==> config.mk <==
export PLATFORM = sky130hd
export DESIGN_NAME = ble_packet_crc_whiten_encoder
export DESIGN_NICKNAME = d
export VERILOG_FILES = /design/src/rtl/core/ble_enc_pkg.sv /design/src/rtl/core/ble_enc_in_reg.sv /design/src/rtl/core/ble_enc_core.sv /design/src/rtl/core/ble_packet_crc_whiten_encoder.sv
export SDC_FILE = /design/constraint.sdc
export NUM_CORES = 1
export LEC_CHECK = 0
export BUFFER_PORTS_ARGS = -buffer_cell sky130_fd_sc_hd__buf_2
export CORE_MARGIN = 2
export CORE_UTILIZATION = 45
export CTS_CLUSTER_DIAMETER = 120
export DETAILED_ROUTE_END_ITERATION = 10
export GPL_ROUTABILITY_DRIVEN = 0
export GPL_TIMING_DRIVEN = 0
export HOLD_SLACK_MARGIN = 0.1
export PLACE_DENSITY = 0.68
export SYNTH_ARGS = -nofsm -noshare
export SYNTH_HDL_FRONTEND = slang
export SYNTH_SLANG_ARGS = --single-unit
==> constraint.sdc <==
create_clock -name clk -period 4.9 [get_ports clk]
set_input_delay 0.735 -clock clk [delete_from_list [all_inputs] [get_ports clk]]
set_output_delay 0.735 -clock clk [all_outputs]
set_load 0.02 [all_outputs]
==> src/rtl/core/ble_enc_pkg.sv <==
`timescale 1ns / 1ps
// ----------------------------------------------------------------------------
// ble_enc_pkg
// Shared types, constants and bit-level functions for the BLE packet encoder.
// ----------------------------------------------------------------------------
package ble_enc_pkg;

  localparam int unsigned CrcW = 24;
  localparam logic [CrcW-1:0] CrcTaps = 24'h00065B;
  localparam logic [CrcW-1:0] CrcInitReset = 24'h555555;
  localparam logic [7:0] WhitenTaps = 8'h11;
  localparam logic [7:0] SeedMark = 8'h02;

  typedef struct packed {
    logic [7:0] data_byte;
    logic [5:0] channel;
    logic       first_byte;
    logic       last_byte;
  } ble_item_t;

  typedef struct packed {
    logic [7:0] out_byte;
    logic       end_of_packet;
  } ble_result_t;

  typedef struct packed {
    logic [7:0] w;
    logic [7:0] d;
  } whiten_t;

  function automatic logic [7:0] reverse8(input logic [7:0] a);
    logic [7:0] r;
    for (int i = 0; i < 8; i++) begin
      r[7-i] = a[i];
    end
    return r;
  endfunction

  function automatic logic [CrcW-1:0] crc_byte(input logic [CrcW-1:0] crc,
                                              input logic [7:0] d);
    logic [CrcW-1:0] c;
    logic            fb;
    c = crc;
    for (int i = 0; i < 8; i++) begin
      fb = c[CrcW-1] ^ d[i];
      c  = {c[CrcW-2:0], 1'b0};
      if (fb) begin
        c = c ^ CrcTaps;
      end
    end
    return c;
  endfunction

  // lfsr held left-aligned, one bit of data per step
  function automatic whiten_t whiten_byte(input logic [7:0] w_in, input logic [7:0] d_in);
    whiten_t res;
    logic [7:0] w;
    logic [7:0] d;
    w = w_in;
    d = d_in;
    for (int i = 0; i < 8; i++) begin
      if (w[7]) begin
        w    = w ^ WhitenTaps;
        d[i] = ~d[i];
      end
      w = {w[6:0], 1'b0};
    end
    res.w = w;
    res.d = d;
    return res;
  endfunction

endpackage

==> src/rtl/core/ble_enc_in_reg.sv <==
`timescale 1ns / 1ps
// ----------------------------------------------------------------------------
// ble_enc_in_reg
// Input register: holds one accepted item until the core takes it.
// ----------------------------------------------------------------------------
module ble_enc_in_reg
  import ble_enc_pkg::*;
(
  input  logic      clk,
  input  logic      rst,
  input  logic      in_valid,
  output logic      in_ready,
  input  ble_item_t in_item,
  output logic      item_valid,
  output ble_item_t item,
  input  logic      item_take
);

  logic valid;

  assign in_ready   = !valid || item_take;
  assign item_valid = valid;

  always_ff @(posedge clk) begin
    if (rst) begin
      valid <= 1'b0;
    end else if (in_ready) begin
      valid <= in_valid;
    end
  end

  always_ff @(posedge clk) begin
    if (in_ready && in_valid) begin
      item <= in_item;
    end
  end

endmodule

==> src/rtl/core/ble_enc_core.sv <==
`timescale 1ns / 1ps
// ----------------------------------------------------------------------------
// ble_enc_core
// CRC and whitening state, data byte encoding and CRC trailer sequencing.
// ----------------------------------------------------------------------------
module ble_enc_core
  import ble_enc_pkg::*;
(
  input  logic            clk,
  input  logic            rst,
  input  logic            crc_init_we,
  input  logic [CrcW-1:0] crc_init_wdata,
  input  logic            item_valid,
  input  ble_item_t       item,
  output logic            item_take,
  input  logic            res_ready,
  output logic            res_valid,
  output ble_result_t     res
);

  logic [CrcW-1:0] crc_init;
  logic [CrcW-1:0] crc_register;
  logic [CrcW-1:0] crc_register_next;
  logic [7:0]      whitening_register;
  logic [7:0]      whitening_register_next;
  logic [1:0]      trail_cnt;
  logic [1:0]      trail_cnt_next;

  logic            trailing;
  logic [CrcW-1:0] crc_start;
  logic [7:0]      w_start;
  logic [7:0]      trail_byte;
  whiten_t         wd;
  whiten_t         wt;

  assign trailing = (trail_cnt != 2'd0);

  always_comb begin
    crc_start = item.first_byte ? crc_init : crc_register;
    w_start   = item.first_byte ? (reverse8({2'b00, item.channel}) | SeedMark)
                                : whitening_register;
    wd        = whiten_byte(w_start, item.data_byte);
    case (trail_cnt)
      2'd3:    trail_byte = crc_register[23:16];
      2'd2:    trail_byte = crc_register[15:8];
      default: trail_byte = crc_register[7:0];
    endcase
    wt = whiten_byte(whitening_register, reverse8(trail_byte));
  end

  always_comb begin
    item_take               = 1'b0;
    res_valid               = 1'b0;
    res.out_byte            = reverse8(wd.d);
    res.end_of_packet       = 1'b0;
    crc_register_next       = crc_register;
    whitening_register_next = whitening_register;
    trail_cnt_next          = trail_cnt;
    if (trailing) begin
      res.out_byte      = reverse8(wt.d);
      res.end_of_packet = (trail_cnt == 2'd1);
      if (res_ready) begin
        res_valid               = 1'b1;
        whitening_register_next = wt.w;
        trail_cnt_next          = trail_cnt - 2'd1;
      end
    end else if (item_valid && res_ready) begin
      item_take               = 1'b1;
      res_valid               = 1'b1;
      crc_register_next       = crc_byte(crc_start, item.data_byte);
      whitening_register_next = wd.w;
      if (item.last_byte) begin
        trail_cnt_next = 2'd3;
      end
    end
  end

  always_ff @(posedge clk) begin
    if (rst) begin
      crc_init           <= CrcInitReset;
      crc_register       <= CrcInitReset;
      whitening_register <= 8'h00;
      trail_cnt          <= 2'd0;
    end else begin
      if (crc_init_we) begin
        crc_init <= crc_init_wdata;
      end
      crc_register       <= crc_register_next;
      whitening_register <= whitening_register_next;
      trail_cnt          <= trail_cnt_next;
    end
  end

  a_no_take_in_trailer: assert property (@(posedge clk) disable iff (rst)
    trailing |-> !item_take) else $error("item taken during crc trailer");

  a_last_starts_trailer: assert property (@(posedge clk) disable iff (rst)
    item_take && item.last_byte |=> trail_cnt == 2'd3)
    else $error("last byte did not start trailer");

  a_eop_only_final: assert property (@(posedge clk) disable iff (rst)
    res_valid && res.end_of_packet |-> trail_cnt == 2'd1)
    else $error("end of packet outside final crc byte");

  a_crc_hold_in_trailer: assert property (@(posedge clk) disable iff (rst)
    trailing |=> $stable(crc_register)) else $error("crc changed during trailer");

endmodule

==> src/rtl/core/ble_packet_crc_whiten_encoder.sv <==
`timescale 1ns / 1ps
// ----------------------------------------------------------------------------
// ble_packet_crc_whiten_encoder
// BLE packet encoder: CRC-24 over the data bytes, whitening, bit reversal.
// ----------------------------------------------------------------------------
// Takes one plain packet byte per cycle unless the CRC trailer or output
// back-pressure stalls it, and returns it whitened and bit-reversed via the
// input register, then the result register. A last byte is followed by the
// three CRC bytes, high byte first, out of the CRC and whitening state
// registers one per cycle while the output is ready; the input stalls for
// them. A first byte reloads the CRC from crc_init and the whitening seed from
// the channel. Users must write crc_init only while idle; it is not enforced.
module ble_packet_crc_whiten_encoder
  import ble_enc_pkg::*;
(
  input  logic        clk,
  input  logic        rst,
  input  logic        crc_init_we,
  input  logic [23:0] crc_init_wdata,
  input  logic        s_axis_tvalid,
  output logic        s_axis_tready,
  input  logic [15:0] s_axis_tdata,  // data_byte[7:0], channel[13:8], zero[15:14]
  input  logic        s_axis_tuser,  // first_byte
  input  logic        s_axis_tlast,  // last_byte
  output logic        m_axis_tvalid,
  input  logic        m_axis_tready,
  output logic [7:0]  m_axis_tdata,  // out_byte[7:0]
  output logic        m_axis_tlast   // end_of_packet
);

  ble_item_t   in_item;
  ble_item_t   item;
  logic        item_valid;
  logic        item_take;
  logic        res_ready;
  logic        res_valid;
  ble_result_t res;
  logic        out_valid;
  ble_result_t out_res;

  always_comb begin
    in_item.data_byte  = s_axis_tdata[7:0];
    in_item.channel    = s_axis_tdata[13:8];
    in_item.first_byte = s_axis_tuser;
    in_item.last_byte  = s_axis_tlast;
  end

  ble_enc_in_reg u_in_reg (
    .clk        (clk),
    .rst        (rst),
    .in_valid   (s_axis_tvalid),
    .in_ready   (s_axis_tready),
    .in_item    (in_item),
    .item_valid (item_valid),
    .item       (item),
    .item_take  (item_take)
  );

  ble_enc_core u_core (
    .clk            (clk),
    .rst            (rst),
    .crc_init_we    (crc_init_we),
    .crc_init_wdata (crc_init_wdata),
    .item_valid     (item_valid),
    .item           (item),
    .item_take      (item_take),
    .res_ready      (res_ready),
    .res_valid      (res_valid),
    .res            (res)
  );

  // result register
  assign res_ready = !out_valid || m_axis_tready;

  always_ff @(posedge clk) begin
    if (rst) begin
      out_valid <= 1'b0;
    end else if (res_ready) begin
      out_valid <= res_valid;
    end
  end

  always_ff @(posedge clk) begin
    if (res_ready && res_valid) begin
      out_res <= res;
    end
  end

  assign m_axis_tvalid = out_valid;
  assign m_axis_tdata  = out_res.out_byte;
  assign m_axis_tlast  = out_res.end_of_packet;

endmodule
==> flow_metrics.env <==
export IMPL_holdWs_ns=0.485
export IMPL_cp_required_ns=4.16
export IMPL_grt_ovfl_total=0
export IMPL_r2r_cells=8
export IMPL_synth_most_common_cell="dfxtp_1"
export IMPL_route_met3_wl_um=628
export IMPL_fin_worst_skew_ns=0.00886
export IMPL_drt_iter0_drc=145
export IMPL_startpoint_type="flip-flop"
export IMPL_synth_xor_area_share_pct=16.7
export IMPL_met2_length_um=5040
export IMPL_cts_buffers=9
export IMPL_grt_util_all_layers_pct=21.1
export IMPL_cts_setup_buffers=0
export IMPL_outcome="complete, no violations"
export IMPL_grt_pass1_wl_um=16500
export IMPL_syn_nets=461
export IMPL_hold_viol_final=0
export IMPL_endpoint="s_axis_tready"
export IMPL_ctsResizeCount=0
export IMPL_worst_slew_pin_slew_ns=0.899
export IMPL_placed_cells=593
export IMPL_io_buffer_count=54
export IMPL_cellPowerDensity_nw_per_um2=562
export IMPL_slew_viol_final=0
export IMPL_rsz0062_at_grt="no"
export IMPL_synth_top_family_by_area="XOR/XNOR gates"
export IMPL_maxSlewHeadroom_pct=40.0
export IMPL_topRoutingLayerUsed="met4"
export IMPL_ff2ff_setup_slack_ns=2.08
export IMPL_ys_types=37
export IMPL_pin_count=58
export IMPL_route_detailed_drc=0
export IMPL_yosysTopAreaCell="dfxtp_1"
export IMPL_wl_met1_um=4450
export IMPL_fill_cells=859
export IMPL_ys_warn_count=0
export IMPL_ys_seq_elements=84
export IMPL_yosys_mux_area_fraction_pct=9.50
export IMPL_synth_area_top_cells="dfxtp_1, edfxtp_1, mux2i_1"
export IMPL_vdd_ir_drop_worst_v=0.000224
export IMPL_min_path_cells=2
export IMPL_synth_compound_area_share_pct=14.2
export IMPL_min_from="u_core.crc_register[17]$_SDFFE_PP0P_"
export IMPL_antenna_cells=0
export IMPL_die_area_sq_um=10300
export IMPL_core_sq_um=9240
export IMPL_worst_setup_path_type="reg2out"
export IMPL_synth_edff_count=25
export IMPL_antenna_found_initial=0
export IMPL_period_share_pct=67.7
export IMPL_synth_fa_ha_area_share_pct=1.17
export IMPL_clockBufferDepth=2
export IMPL_fp_dieW_um=101
export IMPL_period_needed_ns=3.32
export IMPL_drtAntennaViolNets=0
export IMPL_routedWlPerCell_um=16.8
export IMPL_drive_gt1_share_pct=18.1
export IMPL_r2r_start="u_core.trail_cnt[0]$_SDFFE_PP0P_"
export IMPL_grt_max_degree=19
export IMPL_synth_simple_area_share_pct=10.3
export IMPL_syn_to_final_growth_pct=15.1
export IMPL_path_max_fanout=10
export IMPL_clkSinkCount=84
export IMPL_leakagePower_nw=1.99
export IMPL_crit_arrival_ns=2.58
export IMPL_postSynthAreaPerCell_sq_um=10.4
export IMPL_synth_cells=410
export IMPL_synthTopCellsByCount="dfxtp_1, nor2_1, mux2i_1, xnor2_1, nand2_1"
export IMPL_placementRows=35
export IMPL_initial_core_util_pct=46.2
export IMPL_maxCapViolations=0
export IMPL_vias_per_cell=5.23
export IMPL_cts_root_buf="clkbuf_8"
export IMPL_cts_tree="built"
export IMPL_htreeDepth=3
export IMPL_clock_fmax_ghz=0.301
export IMPL_chipHeight_um=101
export IMPL_firstDrtPassIters=4
export IMPL_regArea_sq_um=1930
export IMPL_multi_input_area_sq_um=2210
export IMPL_layout_nets=526
export IMPL_holdCritPathClass="reg2reg"
export IMPL_dr_total_vias=3187
export IMPL_endpoint_kind="primary output"
export IMPL_drt_wl_total_um=10200
export IMPL_synth_top_area_share_pct=27.7
export IMPL_syn_area_sq_um=4270
export IMPL_insertion_delay_ns=0.36
export IMPL_finalNonFillerCells=609
export IMPL_totalNegativeSetupSlack_ns=0
export IMPL_rr_endpoint="u_in_reg.item[1]$_DFFE_PP_"
export IMPL_ys_flop_type="dfxtp_1"
export IMPL_worstSetupStartpoint="u_core.trail_cnt[0]$_SDFFE_PP0P_"
export IMPL_setup_viol=0
export IMPL_post_dp_hpwl_um=7490
export IMPL_async_flop_share_pct=0
export IMPL_postCtsHoldBufs=0
export IMPL_clk_pin_slew_ns=0.08
export IMPL_synth_seq_area_share_pct=45.3
export IMPL_first_global_vias=3243
export IMPL_total_power_mw=2.76
==> state kept, by name, indices dropped and copies added, names as in the netlist <==
signal and cells:
m_axis_tdata 8, m_axis_tlast 1, m_axis_tvalid 1, u_core.crc_init 24, u_core.crc_register 24, u_core.trail_cnt 2, u_core.whitening_register 7, u_in_reg.item 16
u_in_reg.item_valid 1
==> critical path, cell delays in order, from the launching register on <==
cell and delay (ns):
dfxtp_1 0.42, inv_1 0.10, ha_1 0.20, clkbuf_1 0.18, nand3_1 0.19, clkbuf_1 0.40
clkbuf_1 0.42, nand2_1 0.13, buf_2 0.18
==> where the power goes <==
| group | internal (mW) | leakage (nW) | switching (mW) |
|---|---|---|---|
| clock | 0.285 | 0.107 | 0.256 |
| sequential | 0.899 | 0.730 | 0.112 |
| combinational | 0.498 | 1.15 | 0.711 |
==> metrics by stage <==
stage               util [%]  worst slack [ns]  instance area, sq um
detailed placement      50.8              1.88                  4700
global route            53.2              1.40                  4910
finish                  53.2              1.58                  4910
CTS                     53.2              1.58                  4910
floorplan                  -              2.39                  4270
global placement        50.8              1.91                  4700
==> placed cells by master (no fill, tap or decap), types with 4 or more instances in the layout <==
cell type / netlist / final
xnor2_1: 37 / 37
dfxtp_1: 59 / 59
nand2_1: 26 / 26
ha_1: 4 / 4
inv_1: 4 / 4
clkbuf_8: 0 / 9
nor2b_1: 14 / 14
mux2i_1: 38 / 38
a22o_1: 8 / 8
a211oi_1: 13 / 13
a21oi_1: 22 / 22
xnor2_2: 9 / 9
xor2_1: 18 / 18
clkbuf_1: 21 / 21
nand3_1: 4 / 4
o21ai_0: 11 / 11
a211o_1: 19 / 19
edfxtp_1: 25 / 25
buf_2: 2 / 56
nor2_1: 44 / 44
==> layout make-up <==
type	instances	share of cell area [%]
Clock inverter	7	1.83
Timing Repair Buffer	54	5.50
Tap cell	129	3.29
Clock buffer	9	2.52
Inverter	4	0.306
Multi-Input combinational cell	297	45.0
Sequential cell	84	39.3
Buffer	25	2.27
==> metal layers <==
metal	vias up	track usage (%)
li1	1568	-
met1	1509	27.7
met2	97	36.1
met3	13	3.73
met4	0	5.72
met5	-	0
==> worst min-delay path by stage <==
stage	endpoint	slack (ns)
2_1_floorplan	u_core.crc_register[13]$_SDFFE_PP0P_	0.44
3_3_place_gp	u_core.crc_register[17]$_SDFFE_PP0P_	0.46
3_5_place_dp	u_core.crc_register[13]$_SDFFE_PP0P_	0.46
4_1_cts	u_core.crc_register[13]$_SDFFE_PP0P_	0.48
5_1_grt	u_core.crc_register[11]$_SDFFE_PP0P_	0.51
6_report	u_core.crc_register[17]$_SDFFE_PP0P_	0.49
==> kinds of logic (layout without fill, tap and decap cells) <==
family / count (synthesis) / in the layout
simple gates: 98 / 98
compound gates: 87 / 87
flops: 84 / 84
xor+xnor: 68 / 68
mux: 40 / 40
buf+inv: 29 / 99
fa+ha+maj: 4 / 4
(Power assumes the default switching activity.)
